File: config.mk
export PLATFORM = sky130hd
export DESIGN_NAME = filtered_pd_servo_angle_core
export DESIGN_NICKNAME = d
export VERILOG_FILES = /design/src/hdl/fpsa_pkg.sv /design/src/hdl/filtered_pd_servo_angle_core.sv /design/src/hdl/fpsa_div.sv
export VERILOG_INCLUDE_DIRS = /design/src /design/src/hdl
export SDC_FILE = /design/constraint.sdc
export NUM_CORES = 2
export LEC_CHECK = 0
export BUFFER_PORTS_ARGS = -buffer_cell sky130_fd_sc_hd__buf_2
export CAP_MARGIN = 10
export CORE_MARGIN = 8
export CORE_UTILIZATION = 40
export CTS_BUF_LIST = sky130_fd_sc_hd__clkbuf_8
export DETAILED_ROUTE_END_ITERATION = 16
export GPL_TIMING_DRIVEN = 0
export PLACE_DENSITY = 0.58
export SLEW_MARGIN = 5
export SYNTH_ARGS = -nofsm -noshare
export SYNTH_HDL_FRONTEND = slang
export SYNTH_SLANG_ARGS = --single-unit
File: constraint.sdc
create_clock -name clk -period 17.45 [get_ports clk]
set_input_delay 0.8725 -clock clk [delete_from_list [all_inputs] [get_ports clk]]
set_output_delay 0.8725 -clock clk [all_outputs]
set_load 0.01 [all_outputs]
File: src/hdl/filtered_pd_servo_angle_core_assert.svh
// Assertion macros shared by the servo angle controller RTL.
// Needs a clock named clk and a synchronous active-high reset named rst in scope.
`ifndef FILTERED_PD_SERVO_ANGLE_CORE_ASSERT_SVH
`define FILTERED_PD_SERVO_ANGLE_CORE_ASSERT_SVH

// Same-cycle implication, checked outside reset
`define FPSA_ASSERT_NOW(lbl, ante, cons, msg) \
  lbl: assert property (@(posedge clk) disable iff (rst) (ante) |-> (cons)) \
    else $error(msg);

// Next-cycle implication, checked outside reset
`define FPSA_ASSERT_NEXT(lbl, ante, cons, msg) \
  lbl: assert property (@(posedge clk) disable iff (rst) (ante) |=> (cons)) \
    else $error(msg);

`endif

File: src/hdl/fpsa_pkg.sv
// Types, widths and constants for the filtered PD servo angle controller.
// No dependencies; used by fpsa_div and filtered_pd_servo_angle_core.
package fpsa_pkg;

  // Field widths
  localparam int SAMPLE_W  = 12;
  localparam int ELAPSED_W = 24;
  localparam int ANGLE_W   = 8;
  localparam int DELTA_W   = 16;
  localparam int CFG_W     = 16;
  localparam int CFG_IDX_W = 2;

  // Datapath widths
  localparam int FL_W      = 20;  // Q12.8 filtered level
  localparam int ERR_W     = 21;  // Q13.8 signed error
  localparam int DERR_W    = 22;  // error difference
  localparam int T_W       = 17;  // effective elapsed time, us
  localparam int MUL_A_W   = 19;
  localparam int MUL_B_W   = 22;
  localparam int PROD_W    = MUL_A_W + MUL_B_W;
  localparam int ACC_W     = 36;
  localparam int PMAG_W    = 37;
  localparam int DGM_W     = 38;
  localparam int DLO_W     = 39;
  localparam int SPLIT_W   = 19;  // low slice of the derivative product
  localparam int DIV_NUM_W = 58;
  localparam int DIV_CNT_W = $clog2(DIV_NUM_W);
  localparam int TOT_W     = 60;
  localparam int FRAC_SH   = 24;
  localparam int DM_W      = TOT_W - FRAC_SH;

  // Constants
  localparam logic [15:0]        ALPHA_ONE   = 16'd32768;
  localparam logic [T_W-1:0]     DEFAULT_T   = 17'd10000;
  localparam logic [ELAPSED_W-1:0] MAX_T     = 24'd100000;
  localparam logic [MUL_B_W-1:0] US_PER_S    = 22'd1000000;
  localparam logic [ANGLE_W-1:0] ANGLE_MAX   = 8'd180;
  localparam logic [ANGLE_W-1:0] ANGLE_RESET = 8'd90;
  localparam logic [ACC_W-1:0]   ROUND_HALF  = 36'd16384;
  localparam int                 FILT_SH     = 15;

  // Register indexes
  localparam logic [CFG_IDX_W-1:0] CFG_TARGET = 2'd0;
  localparam logic [CFG_IDX_W-1:0] CFG_ALPHA  = 2'd1;
  localparam logic [CFG_IDX_W-1:0] CFG_PGAIN  = 2'd2;
  localparam logic [CFG_IDX_W-1:0] CFG_DGAIN  = 2'd3;

  // Register reset values
  localparam logic [SAMPLE_W-1:0] TARGET_RST = 12'd3;
  localparam logic [15:0]         ALPHA_RST  = 16'd3277;
  localparam logic [15:0]         PGAIN_RST  = 16'd655;
  localparam logic [15:0]         DGAIN_RST  = 16'd66;

  typedef struct packed {
    logic [SAMPLE_W-1:0]  sample_mv;
    logic [ELAPSED_W-1:0] elapsed_us;
  } in_beat_t;

  typedef struct packed {
    logic [ANGLE_W-1:0]        servo_angle;
    logic signed [DELTA_W-1:0] angle_delta;
  } out_beat_t;

  // Divider request and status
  typedef struct packed {
    logic                 start;
    logic [DIV_NUM_W-1:0] num;
    logic [T_W-1:0]       den;
  } div_req_t;

  typedef struct packed {
    logic                 busy;
    logic                 done;
    logic [DIV_NUM_W-1:0] quot;
  } div_rsp_t;

  typedef enum logic [3:0] {
    S_IDLE,
    S_FILT_A,
    S_FILT_B,
    S_FILT_C,
    S_ERR,
    S_PROP,
    S_DGAIN,
    S_DLO,
    S_DHI,
    S_DSUM,
    S_DIV,
    S_TOTAL,
    S_DONE
  } state_t;

endpackage

File: src/hdl/filtered_pd_servo_angle_core.sv
// Filtered PD servo angle controller: low-pass filter, PD step, clamped angle.
// An empty filter loads the sample directly and skips the blend states S_FILT_B and S_FILT_C.
// A new beat is accepted only in S_IDLE, after the serial divide and the result load; a held result stalls it.
// One shared 19x22 multiplier serves the filter, both gains and the 1e6 time scaling.
// Reset: registers return to defaults, filtered level and last error clear, angle goes to 90.
// Depends on fpsa_pkg, fpsa_div and filtered_pd_servo_angle_core_assert.svh.
`include "filtered_pd_servo_angle_core_assert.svh"

module filtered_pd_servo_angle_core (
  input  logic                            clk,
  input  logic                            rst,
  input  logic                            cfg_we,
  input  logic [fpsa_pkg::CFG_IDX_W-1:0]  cfg_idx,
  input  logic [fpsa_pkg::CFG_W-1:0]      cfg_data,
  input  logic                            in_valid,
  output logic                            in_ready,
  input  fpsa_pkg::in_beat_t              in_data,
  output logic                            out_valid,
  input  logic                            out_ready,
  output fpsa_pkg::out_beat_t             out_data
);

  fpsa_pkg::state_t state, state_next;

  // Configuration
  logic [fpsa_pkg::SAMPLE_W-1:0] target_mv;
  logic [15:0]                   filter_alpha;
  logic [15:0]                   prop_gain;
  logic [15:0]                   deriv_gain;

  // Controller state
  logic [fpsa_pkg::FL_W-1:0]         fl;
  logic signed [fpsa_pkg::ERR_W-1:0] last_err;
  logic [fpsa_pkg::ANGLE_W-1:0]      angle_now;
  logic                              seen_first;

  // Per-beat working registers
  logic [fpsa_pkg::SAMPLE_W-1:0]      sample;
  logic [fpsa_pkg::T_W-1:0]           t_us;
  logic [fpsa_pkg::ACC_W-1:0]         acc;
  logic signed [fpsa_pkg::ERR_W-1:0]  err;
  logic signed [fpsa_pkg::DERR_W-1:0] derr;
  logic [fpsa_pkg::PMAG_W-1:0]        pmag;
  logic [fpsa_pkg::DGM_W-1:0]         dgm;
  logic [fpsa_pkg::DLO_W-1:0]         dlo;
  logic [fpsa_pkg::PROD_W-1:0]        prod;
  logic signed [fpsa_pkg::TOT_W-1:0]  total;

  // Combinational helpers
  logic [15:0]                        alpha_eff;
  logic [fpsa_pkg::MUL_A_W-1:0]       mul_a;
  logic [fpsa_pkg::MUL_B_W-1:0]       mul_b;
  logic [fpsa_pkg::ERR_W-1:0]         err_mag;
  logic [fpsa_pkg::DERR_W-1:0]        derr_mag;
  logic [fpsa_pkg::ACC_W-1:0]         acc_sum;
  logic signed [fpsa_pkg::ERR_W-1:0]  err_calc;
  logic signed [fpsa_pkg::DERR_W-1:0] derr_calc;
  logic signed [fpsa_pkg::TOT_W-1:0]  p_signed;
  logic signed [fpsa_pkg::TOT_W-1:0]  d_signed;
  logic [fpsa_pkg::TOT_W-1:0]         tmag;
  logic [fpsa_pkg::DM_W-1:0]          dm;
  logic [fpsa_pkg::ANGLE_W-1:0]       angle_new;
  logic [fpsa_pkg::DELTA_W-1:0]       delta_sat;
  logic [fpsa_pkg::T_W-1:0]           t_sel;
  logic                               in_beat;
  logic                               out_free;

  fpsa_pkg::div_req_t div_req;
  fpsa_pkg::div_rsp_t div_rsp;

  assign in_ready = (state == fpsa_pkg::S_IDLE);
  assign in_beat  = in_valid && in_ready;
  assign out_free = !out_valid || out_ready;

  // Configuration writes
  always_ff @(posedge clk) begin
    if (rst) begin
      target_mv    <= fpsa_pkg::TARGET_RST;
      filter_alpha <= fpsa_pkg::ALPHA_RST;
      prop_gain    <= fpsa_pkg::PGAIN_RST;
      deriv_gain   <= fpsa_pkg::DGAIN_RST;
    end else if (cfg_we) begin
      unique case (cfg_idx)
        fpsa_pkg::CFG_TARGET: target_mv    <= cfg_data[fpsa_pkg::SAMPLE_W-1:0];
        fpsa_pkg::CFG_ALPHA:  filter_alpha <= cfg_data;
        fpsa_pkg::CFG_PGAIN:  prop_gain    <= cfg_data;
        fpsa_pkg::CFG_DGAIN:  deriv_gain   <= cfg_data;
        default: ;
      endcase
    end
  end

  // Saturate alpha at one, pick the effective sample interval
  always_comb begin
    alpha_eff = (filter_alpha > fpsa_pkg::ALPHA_ONE) ? fpsa_pkg::ALPHA_ONE : filter_alpha;
    if (!seen_first || in_data.elapsed_us == '0 || in_data.elapsed_us > fpsa_pkg::MAX_T) begin
      t_sel = fpsa_pkg::DEFAULT_T;
    end else begin
      t_sel = in_data.elapsed_us[fpsa_pkg::T_W-1:0];
    end
  end

  // Error, magnitudes and filter sum
  always_comb begin
    err_calc  = $signed({1'b0, target_mv, 8'b0}) - $signed({1'b0, fl});
    derr_calc = $signed({err_calc[fpsa_pkg::ERR_W-1], err_calc})
              - $signed({last_err[fpsa_pkg::ERR_W-1], last_err});
    err_mag   = err[fpsa_pkg::ERR_W-1] ? fpsa_pkg::ERR_W'(-err) : fpsa_pkg::ERR_W'(err);
    derr_mag  = derr[fpsa_pkg::DERR_W-1] ? fpsa_pkg::DERR_W'(-derr) : fpsa_pkg::DERR_W'(derr);
    acc_sum   = acc + prod[fpsa_pkg::ACC_W-1:0] + fpsa_pkg::ROUND_HALF;
  end

  // Shared multiplier operand select
  always_comb begin
    mul_a = '0;
    mul_b = '0;
    unique case (state)
      fpsa_pkg::S_FILT_A: begin
        mul_a = fpsa_pkg::MUL_A_W'(alpha_eff);
        mul_b = fpsa_pkg::MUL_B_W'({sample, 8'b0});
      end
      fpsa_pkg::S_FILT_B: begin
        mul_a = fpsa_pkg::MUL_A_W'(fpsa_pkg::ALPHA_ONE - alpha_eff);
        mul_b = fpsa_pkg::MUL_B_W'(fl);
      end
      fpsa_pkg::S_PROP: begin
        mul_a = fpsa_pkg::MUL_A_W'(prop_gain);
        mul_b = fpsa_pkg::MUL_B_W'(err_mag);
      end
      fpsa_pkg::S_DGAIN: begin
        mul_a = fpsa_pkg::MUL_A_W'(deriv_gain);
        mul_b = derr_mag;
      end
      fpsa_pkg::S_DLO: begin
        mul_a = prod[fpsa_pkg::SPLIT_W-1:0];
        mul_b = fpsa_pkg::US_PER_S;
      end
      fpsa_pkg::S_DHI: begin
        mul_a = dgm[fpsa_pkg::DGM_W-1:fpsa_pkg::SPLIT_W];
        mul_b = fpsa_pkg::US_PER_S;
      end
      default: ;
    endcase
  end

  // Register every product
  always_ff @(posedge clk) begin
    prod <= mul_a * mul_b;
  end

  // Divider hookup: scaled derivative over elapsed time
  always_comb begin
    div_req.start = (state == fpsa_pkg::S_DSUM);
    div_req.num   = {prod[fpsa_pkg::DLO_W-1:0], {fpsa_pkg::SPLIT_W{1'b0}}}
                  + fpsa_pkg::DIV_NUM_W'(dlo);
    div_req.den   = t_us;
  end

  fpsa_div u_div (
    .clk (clk),
    .rst (rst),
    .req (div_req),
    .rsp (div_rsp)
  );

  // Signed sum, then magnitude, integer degrees, clamp and saturation
  always_comb begin
    p_signed = err[fpsa_pkg::ERR_W-1] ? -$signed(fpsa_pkg::TOT_W'(pmag))
                                      :  $signed(fpsa_pkg::TOT_W'(pmag));
    d_signed = derr[fpsa_pkg::DERR_W-1] ? -$signed(fpsa_pkg::TOT_W'(div_rsp.quot))
                                        :  $signed(fpsa_pkg::TOT_W'(div_rsp.quot));
    tmag     = total[fpsa_pkg::TOT_W-1] ? fpsa_pkg::TOT_W'(-total) : fpsa_pkg::TOT_W'(total);
    dm       = tmag[fpsa_pkg::TOT_W-1:fpsa_pkg::FRAC_SH];
    if (total[fpsa_pkg::TOT_W-1]) begin
      angle_new = (dm >= fpsa_pkg::DM_W'(angle_now)) ? '0
                : angle_now - dm[fpsa_pkg::ANGLE_W-1:0];
      delta_sat = (dm > fpsa_pkg::DM_W'(32768)) ? 16'h8000
                : fpsa_pkg::DELTA_W'(-dm[fpsa_pkg::DELTA_W:0]);
    end else begin
      angle_new = (dm >= fpsa_pkg::DM_W'(fpsa_pkg::ANGLE_MAX - angle_now)) ? fpsa_pkg::ANGLE_MAX
                : angle_now + dm[fpsa_pkg::ANGLE_W-1:0];
      delta_sat = (dm > fpsa_pkg::DM_W'(32767)) ? 16'h7FFF : dm[fpsa_pkg::DELTA_W-1:0];
    end
  end

  // Next state
  always_comb begin
    state_next = state;
    unique case (state)
      fpsa_pkg::S_IDLE:   if (in_beat) state_next = fpsa_pkg::S_FILT_A;
      fpsa_pkg::S_FILT_A: state_next = (fl == '0) ? fpsa_pkg::S_ERR : fpsa_pkg::S_FILT_B;
      fpsa_pkg::S_FILT_B: state_next = fpsa_pkg::S_FILT_C;
      fpsa_pkg::S_FILT_C: state_next = fpsa_pkg::S_ERR;
      fpsa_pkg::S_ERR:    state_next = fpsa_pkg::S_PROP;
      fpsa_pkg::S_PROP:   state_next = fpsa_pkg::S_DGAIN;
      fpsa_pkg::S_DGAIN:  state_next = fpsa_pkg::S_DLO;
      fpsa_pkg::S_DLO:    state_next = fpsa_pkg::S_DHI;
      fpsa_pkg::S_DHI:    state_next = fpsa_pkg::S_DSUM;
      fpsa_pkg::S_DSUM:   state_next = fpsa_pkg::S_DIV;
      fpsa_pkg::S_DIV:    if (div_rsp.done) state_next = fpsa_pkg::S_TOTAL;
      fpsa_pkg::S_TOTAL:  state_next = fpsa_pkg::S_DONE;
      fpsa_pkg::S_DONE:   if (out_free) state_next = fpsa_pkg::S_IDLE;
      default:            state_next = fpsa_pkg::S_IDLE;
    endcase
  end

  always_ff @(posedge clk) begin
    if (rst) begin
      state <= fpsa_pkg::S_IDLE;
    end else begin
      state <= state_next;
    end
  end

  // Controller state: filter, last error, angle
  always_ff @(posedge clk) begin
    if (rst) begin
      fl         <= '0;
      last_err   <= '0;
      angle_now  <= fpsa_pkg::ANGLE_RESET;
      seen_first <= 1'b0;
    end else begin
      if (state == fpsa_pkg::S_FILT_A && fl == '0) begin
        fl <= {sample, 8'b0};
      end else if (state == fpsa_pkg::S_FILT_C) begin
        fl <= acc_sum[fpsa_pkg::FILT_SH +: fpsa_pkg::FL_W];
      end
      if (state == fpsa_pkg::S_DONE && out_free) begin
        last_err   <= err;
        angle_now  <= angle_new;
        seen_first <= 1'b1;
      end
    end
  end

  // Working registers along the sequence
  always_ff @(posedge clk) begin
    if (in_beat) begin
      sample <= in_data.sample_mv;
      t_us   <= t_sel;
    end
    if (state == fpsa_pkg::S_FILT_B) acc <= prod[fpsa_pkg::ACC_W-1:0];
    if (state == fpsa_pkg::S_ERR) begin
      err  <= err_calc;
      derr <= derr_calc;
    end
    if (state == fpsa_pkg::S_DGAIN) pmag <= prod[fpsa_pkg::PMAG_W-1:0];
    if (state == fpsa_pkg::S_DLO)   dgm  <= prod[fpsa_pkg::DGM_W-1:0];
    if (state == fpsa_pkg::S_DHI)   dlo  <= prod[fpsa_pkg::DLO_W-1:0];
    if (state == fpsa_pkg::S_TOTAL) total <= p_signed + d_signed;
  end

  // Output register: load on finish, drop when taken
  always_ff @(posedge clk) begin
    if (rst) begin
      out_valid <= 1'b0;
    end else if (state == fpsa_pkg::S_DONE && out_free) begin
      out_valid <= 1'b1;
    end else if (out_ready) begin
      out_valid <= 1'b0;
    end
  end

  always_ff @(posedge clk) begin
    if (state == fpsa_pkg::S_DONE && out_free) begin
      out_data.servo_angle <= angle_new;
      out_data.angle_delta <= $signed(delta_sat);
    end
  end

  // Checks
  `FPSA_ASSERT_NOW(a_angle_range, 1'b1, angle_now <= fpsa_pkg::ANGLE_MAX, "angle above limit")
  `FPSA_ASSERT_NOW(a_out_range, out_valid, out_data.servo_angle <= fpsa_pkg::ANGLE_MAX, "output angle above limit")
  `FPSA_ASSERT_NEXT(a_busy_after_beat, in_valid && in_ready, !in_ready, "ready after accepted beat")
  `FPSA_ASSERT_NEXT(a_result_loaded, state == fpsa_pkg::S_DONE && (!out_valid || out_ready), out_valid, "result not presented")

endmodule

File: src/hdl/fpsa_div.sv
// Serial restoring divider, one quotient bit per cycle.
// Depends on fpsa_pkg for widths and the request/status structs.
module fpsa_div (
  input  logic               clk,
  input  logic               rst,
  input  fpsa_pkg::div_req_t req,
  output fpsa_pkg::div_rsp_t rsp
);

  logic                           busy;
  logic                           done;
  logic [fpsa_pkg::DIV_CNT_W-1:0] cnt;
  logic [fpsa_pkg::DIV_NUM_W-1:0] quo;
  logic [fpsa_pkg::T_W-1:0]       rem;
  logic [fpsa_pkg::T_W-1:0]       den;
  logic [fpsa_pkg::T_W:0]         rem_shift;
  logic [fpsa_pkg::T_W:0]         rem_diff;
  logic                           ge;

  // Trial subtract of the divisor from the shifted remainder
  always_comb begin
    rem_shift = {rem, quo[fpsa_pkg::DIV_NUM_W-1]};
    rem_diff  = rem_shift - {1'b0, den};
    ge        = (rem_shift >= {1'b0, den});
  end

  // Control: load, count down, flag completion
  always_ff @(posedge clk) begin
    if (rst) begin
      busy <= 1'b0;
      done <= 1'b0;
      cnt  <= '0;
    end else if (req.start) begin
      busy <= 1'b1;
      done <= 1'b0;
      cnt  <= fpsa_pkg::DIV_CNT_W'(fpsa_pkg::DIV_NUM_W - 1);
    end else if (busy) begin
      if (cnt == '0) begin
        busy <= 1'b0;
        done <= 1'b1;
      end else begin
        cnt <= cnt - 1'b1;
      end
    end else begin
      done <= 1'b0;
    end
  end

  // Datapath: shift the dividend out and the quotient in
  always_ff @(posedge clk) begin
    if (req.start) begin
      quo <= req.num;
      rem <= '0;
      den <= req.den;
    end else if (busy) begin
      rem <= ge ? rem_diff[fpsa_pkg::T_W-1:0] : rem_shift[fpsa_pkg::T_W-1:0];
      quo <= {quo[fpsa_pkg::DIV_NUM_W-2:0], ge};
    end
  end

  assign rsp.busy = busy;
  assign rsp.done = done;
  assign rsp.quot = quo;

endmodule

==> flow_metrics.tcl <==
set metrics [dict create \
    io_pins 85 \
    ff2ff_setup_slack_ns 6.30 \
    port_buffers 83 \
    fin_ws_ns 6.30 \
    cts_buffer_depth 3 \
    cp_common_cell "fa_1" \
    path_class "reg -> reg" \
    final_nets 6171 \
    power.density_nw_per_um2 115 \
    dpl.cell_count 6818 \
    core.rowCount 125 \
    worst_setup_path_end_kind "flop" \
    first_iter_violations 2657 \
    synth_top_area_share_pct 23.1 \
    timing.setup.tns_ns 0 \
    cts_tree "built" \
    tightestPinTransition_ns 1.30 \
    grt_first_pass_wirelength_um 220000 \
    cts_root_buf "clkbuf_8" \
    final_cells 7000 \
    multi_input_area_um2 29400 \
    finalHoldViolCount 0 \
    hpwl_um 115000 \
    fillCellCount 11600 \
    grt_overflow 0 \
    hold_path_class "in -> reg" \
    drc 0 \
    cap_violations 0 \
    clock_skew_ns 0.0631 \
    die_y_um 359 \
    ctsResizeCount 0 \
    grt_pass1_vias 37200 \
    final_common_cell "nand2_1" \
    wirelength_um 144000 \
    ys.flop_type "edfxtp_1" \
    wl_per_cell_um 20.5 \
    cpMaxStageDelayCell "clkbuf_1" \
    clock_sinks 540 \
    ant_nets 0 \
    gp_congestion 0.961 \
    postSynthCellCount 5189 \
    dieArea_um2 129000 \
    crit_required_ns 18.03 \
    synth_warnings 0 \
    hold_end "sample[9]$_DFFE_PP_" \
    setup_viol 0 \
    drive_above_1_share_pct 5.81 \
    area_delta_synth_final_pct 9.98 \
    timing.rr.end "prod[38]$_DFF_P_" \
    yosysSeqAreaShare_pct 30.7 \
    dr.pass1.iters 5 \
    synth_area_leaders "edfxtp_1 23%, fa_1 15%, ha_1 10%, dfxtp_1 7.6%, nand2_1 5.8%" \
    vias_per_cell 5.40 \
    ys_seq_elements 540 \
    dp_slack_ns 6.40 \
    period_share_pct 63.9 \
    min_from "in_data[33]" \
    grt_usage_pct 22.0 \
    grt_max_degree 59 \
    min_period_ns 11.15 \
    antenna_found_initial 6 \
    clkTransAtPathRegs_ns 0.06 \
    clk_latency_ns 0.77 \
    synth_area_um2 47000 \
    hold_buffers 0 \
    post_cts_buffers 0 \
    synth_top_cell_by_area "edfxtp_1" \
    synth_edf_count 361 \
    die_x_um 359 \
    avgSynthCellArea_um2 9.05 \
    num_vias 37800 \
    cts_buffers 95 \
    outcome "complete, no violations" \
    drv_slew 0 \
    final_cell_mix "731 x nand2_1, 676 x inv_1, 377 x ha_1, 370 x nor2_1, 361 x edfxtp_1" \
    grt_setup_unrepaired "no" \
    yosysUniqueCellTypes 96 \
    register_area_um2 14400 \
    core_area_um2 116000 \
    max_slew_margin_pct 13.6 \
    critPathLaunchType "flop" \
    max_stage_delay_ns 0.69 \
    min_path_cells 1 \
    worstRegToRegCells 32 \
    async_flop_share_pct 0 \
    crit_arrival_ns 11.73 \
    fmax_mhz 89.7 \
    max-vdd-ir-drop_v 0.000126 \
    cts.htree.levels 3 \
    cp_max_fo 10 \
    r2r-start "filter_alpha[15]$_SDFFE_PP0P_" \
    p_leak_uw 0.0218 \
    start_util_pct 40.4 \
]
==> metal layers <==
layer,part of all wire [%],track usage [%],vias up
li1,-,-,18100
met1,43,29.1,18100
met2,46,36.5,1239
met3,6.2,3.05,286
met4,4.3,8.79,0
met5,0,0,-
==> sequential cells by signal, indices dropped and copies added, names as in the netlist, 4 cells and up <==
| name | cells |
|---|---|
| target_mv | 12 |
| prop_gain | 16 |
| acc | 35 |
| fl | 20 |
| dgm | 19 |
| err | 21 |
| out_data | 24 |
| u_div.rem | 17 |
| deriv_gain | 16 |
| filter_alpha | 16 |
| sample | 12 |
| derr | 22 |
| u_div.quo | 58 |
| angle_now | 8 |
| last_err | 21 |
| pmag | 37 |
| u_div.den | 17 |
| state | 4 |
| t_us | 17 |
| dlo | 39 |
| prod | 39 |
| u_div.cnt | 6 |
| total | 60 |
==> worst max-delay path: cells and delay by family (launching register included) <==
kind / cells / cell delay (ns)
adder cells (fa/ha/maj): 8 / 3.96
AND/OR/NAND/NOR: 8 / 2.64
AO/OA/AOI/OAI: 9 / 2.08
buffers and inverters: 6 / 1.64
XOR/XNOR: 1 / 0.36
flip-flops: 1 / 0.30
==> Yosys cell counts, types with 59 or more instances <==
cell type,instances
xnor2_1,272
inv_1,641
nor2_1,371
fa_1,344
nand2_1,731
dfxtp_1,179
nand3_1,96
nor3_1,79
o21ai_0,213
a21oi_1,303
edfxtp_1,361
clkbuf_1,184
xor2_1,102
and2_1,59
a21o_1,87
ha_1,377
==> power by group <==
part	total, uW	internal, uW	switching (uW)	leakage, uW
registers	1800	1630	166	0.00472
clock network	1250	676	573	0.00115
logic	2890	1140	1750	0.0159
total	5940	3450	2490	0.0218
==> worst max-delay path by stage <==
stage                                             start               end  slack, ns  depth (start not counted)
after global routing      filter_alpha[15]$_SDFFE_PP0P_  prod[38]$_DFF_P_       5.80                         32
after global placement            state[3]$_SDFFE_PP0P_  prod[38]$_DFF_P_       4.60                         32
final                     filter_alpha[15]$_SDFFE_PP0P_  prod[38]$_DFF_P_       6.30                         32
after CTS                 filter_alpha[15]$_SDFFE_PP0P_  prod[38]$_DFF_P_       6.40                         32
after floorplan                   state[1]$_SDFFE_PP0P_  prod[38]$_DFF_P_       8.13                         30
after detailed placement  filter_alpha[15]$_SDFFE_PP0P_  prod[38]$_DFF_P_       6.40                         32
==> per-stage QoR <==
| stage | instance area, um2 | utilization (%) | total power [uW] | hold slack (ns) |
|---|---|---|---|---|
| 4_1_cts | 51600 | 44.4 | 5950 | 0.223 |
| 2_1_floorplan | 47000 | - | 3880 | 0.400 |
| 3_3_place_gp | 49300 | 42.4 | 4650 | 0.405 |
| 6_report | 51600 | 44.4 | 5940 | 0.289 |
| 3_5_place_dp | 49600 | 42.6 | 4680 | 0.406 |
| 5_1_grt | 51600 | 44.4 | 6350 | 0.249 |
==> cell type report <==
class	count	area share (%)
Inverter	644	4.68
Tap cell	1524	3.69
Sequential cell	540	27.9
Antenna cell	4	0.0194
Clock inverter	74	1.13
Buffer	202	1.51
Clock buffer	104	2.77
Timing Repair Buffer	103	1.26
Multi-Input combinational cell	3805	57.0
==> logic make-up after synthesis <==
family,after synthesis,synth area share (%)
buffers and inverters,846,6.79
flip-flops,540,30.7
AO/OA/AOI/OAI,1032,14.2
multiplexers,15,0.330
AND/OR/NAND/NOR,1660,16.3
other,1,0.00799
adder cells (fa/ha/maj),721,24.7
XOR/XNOR,374,6.98
Note: power is estimated with default switching activity, not from simulation.
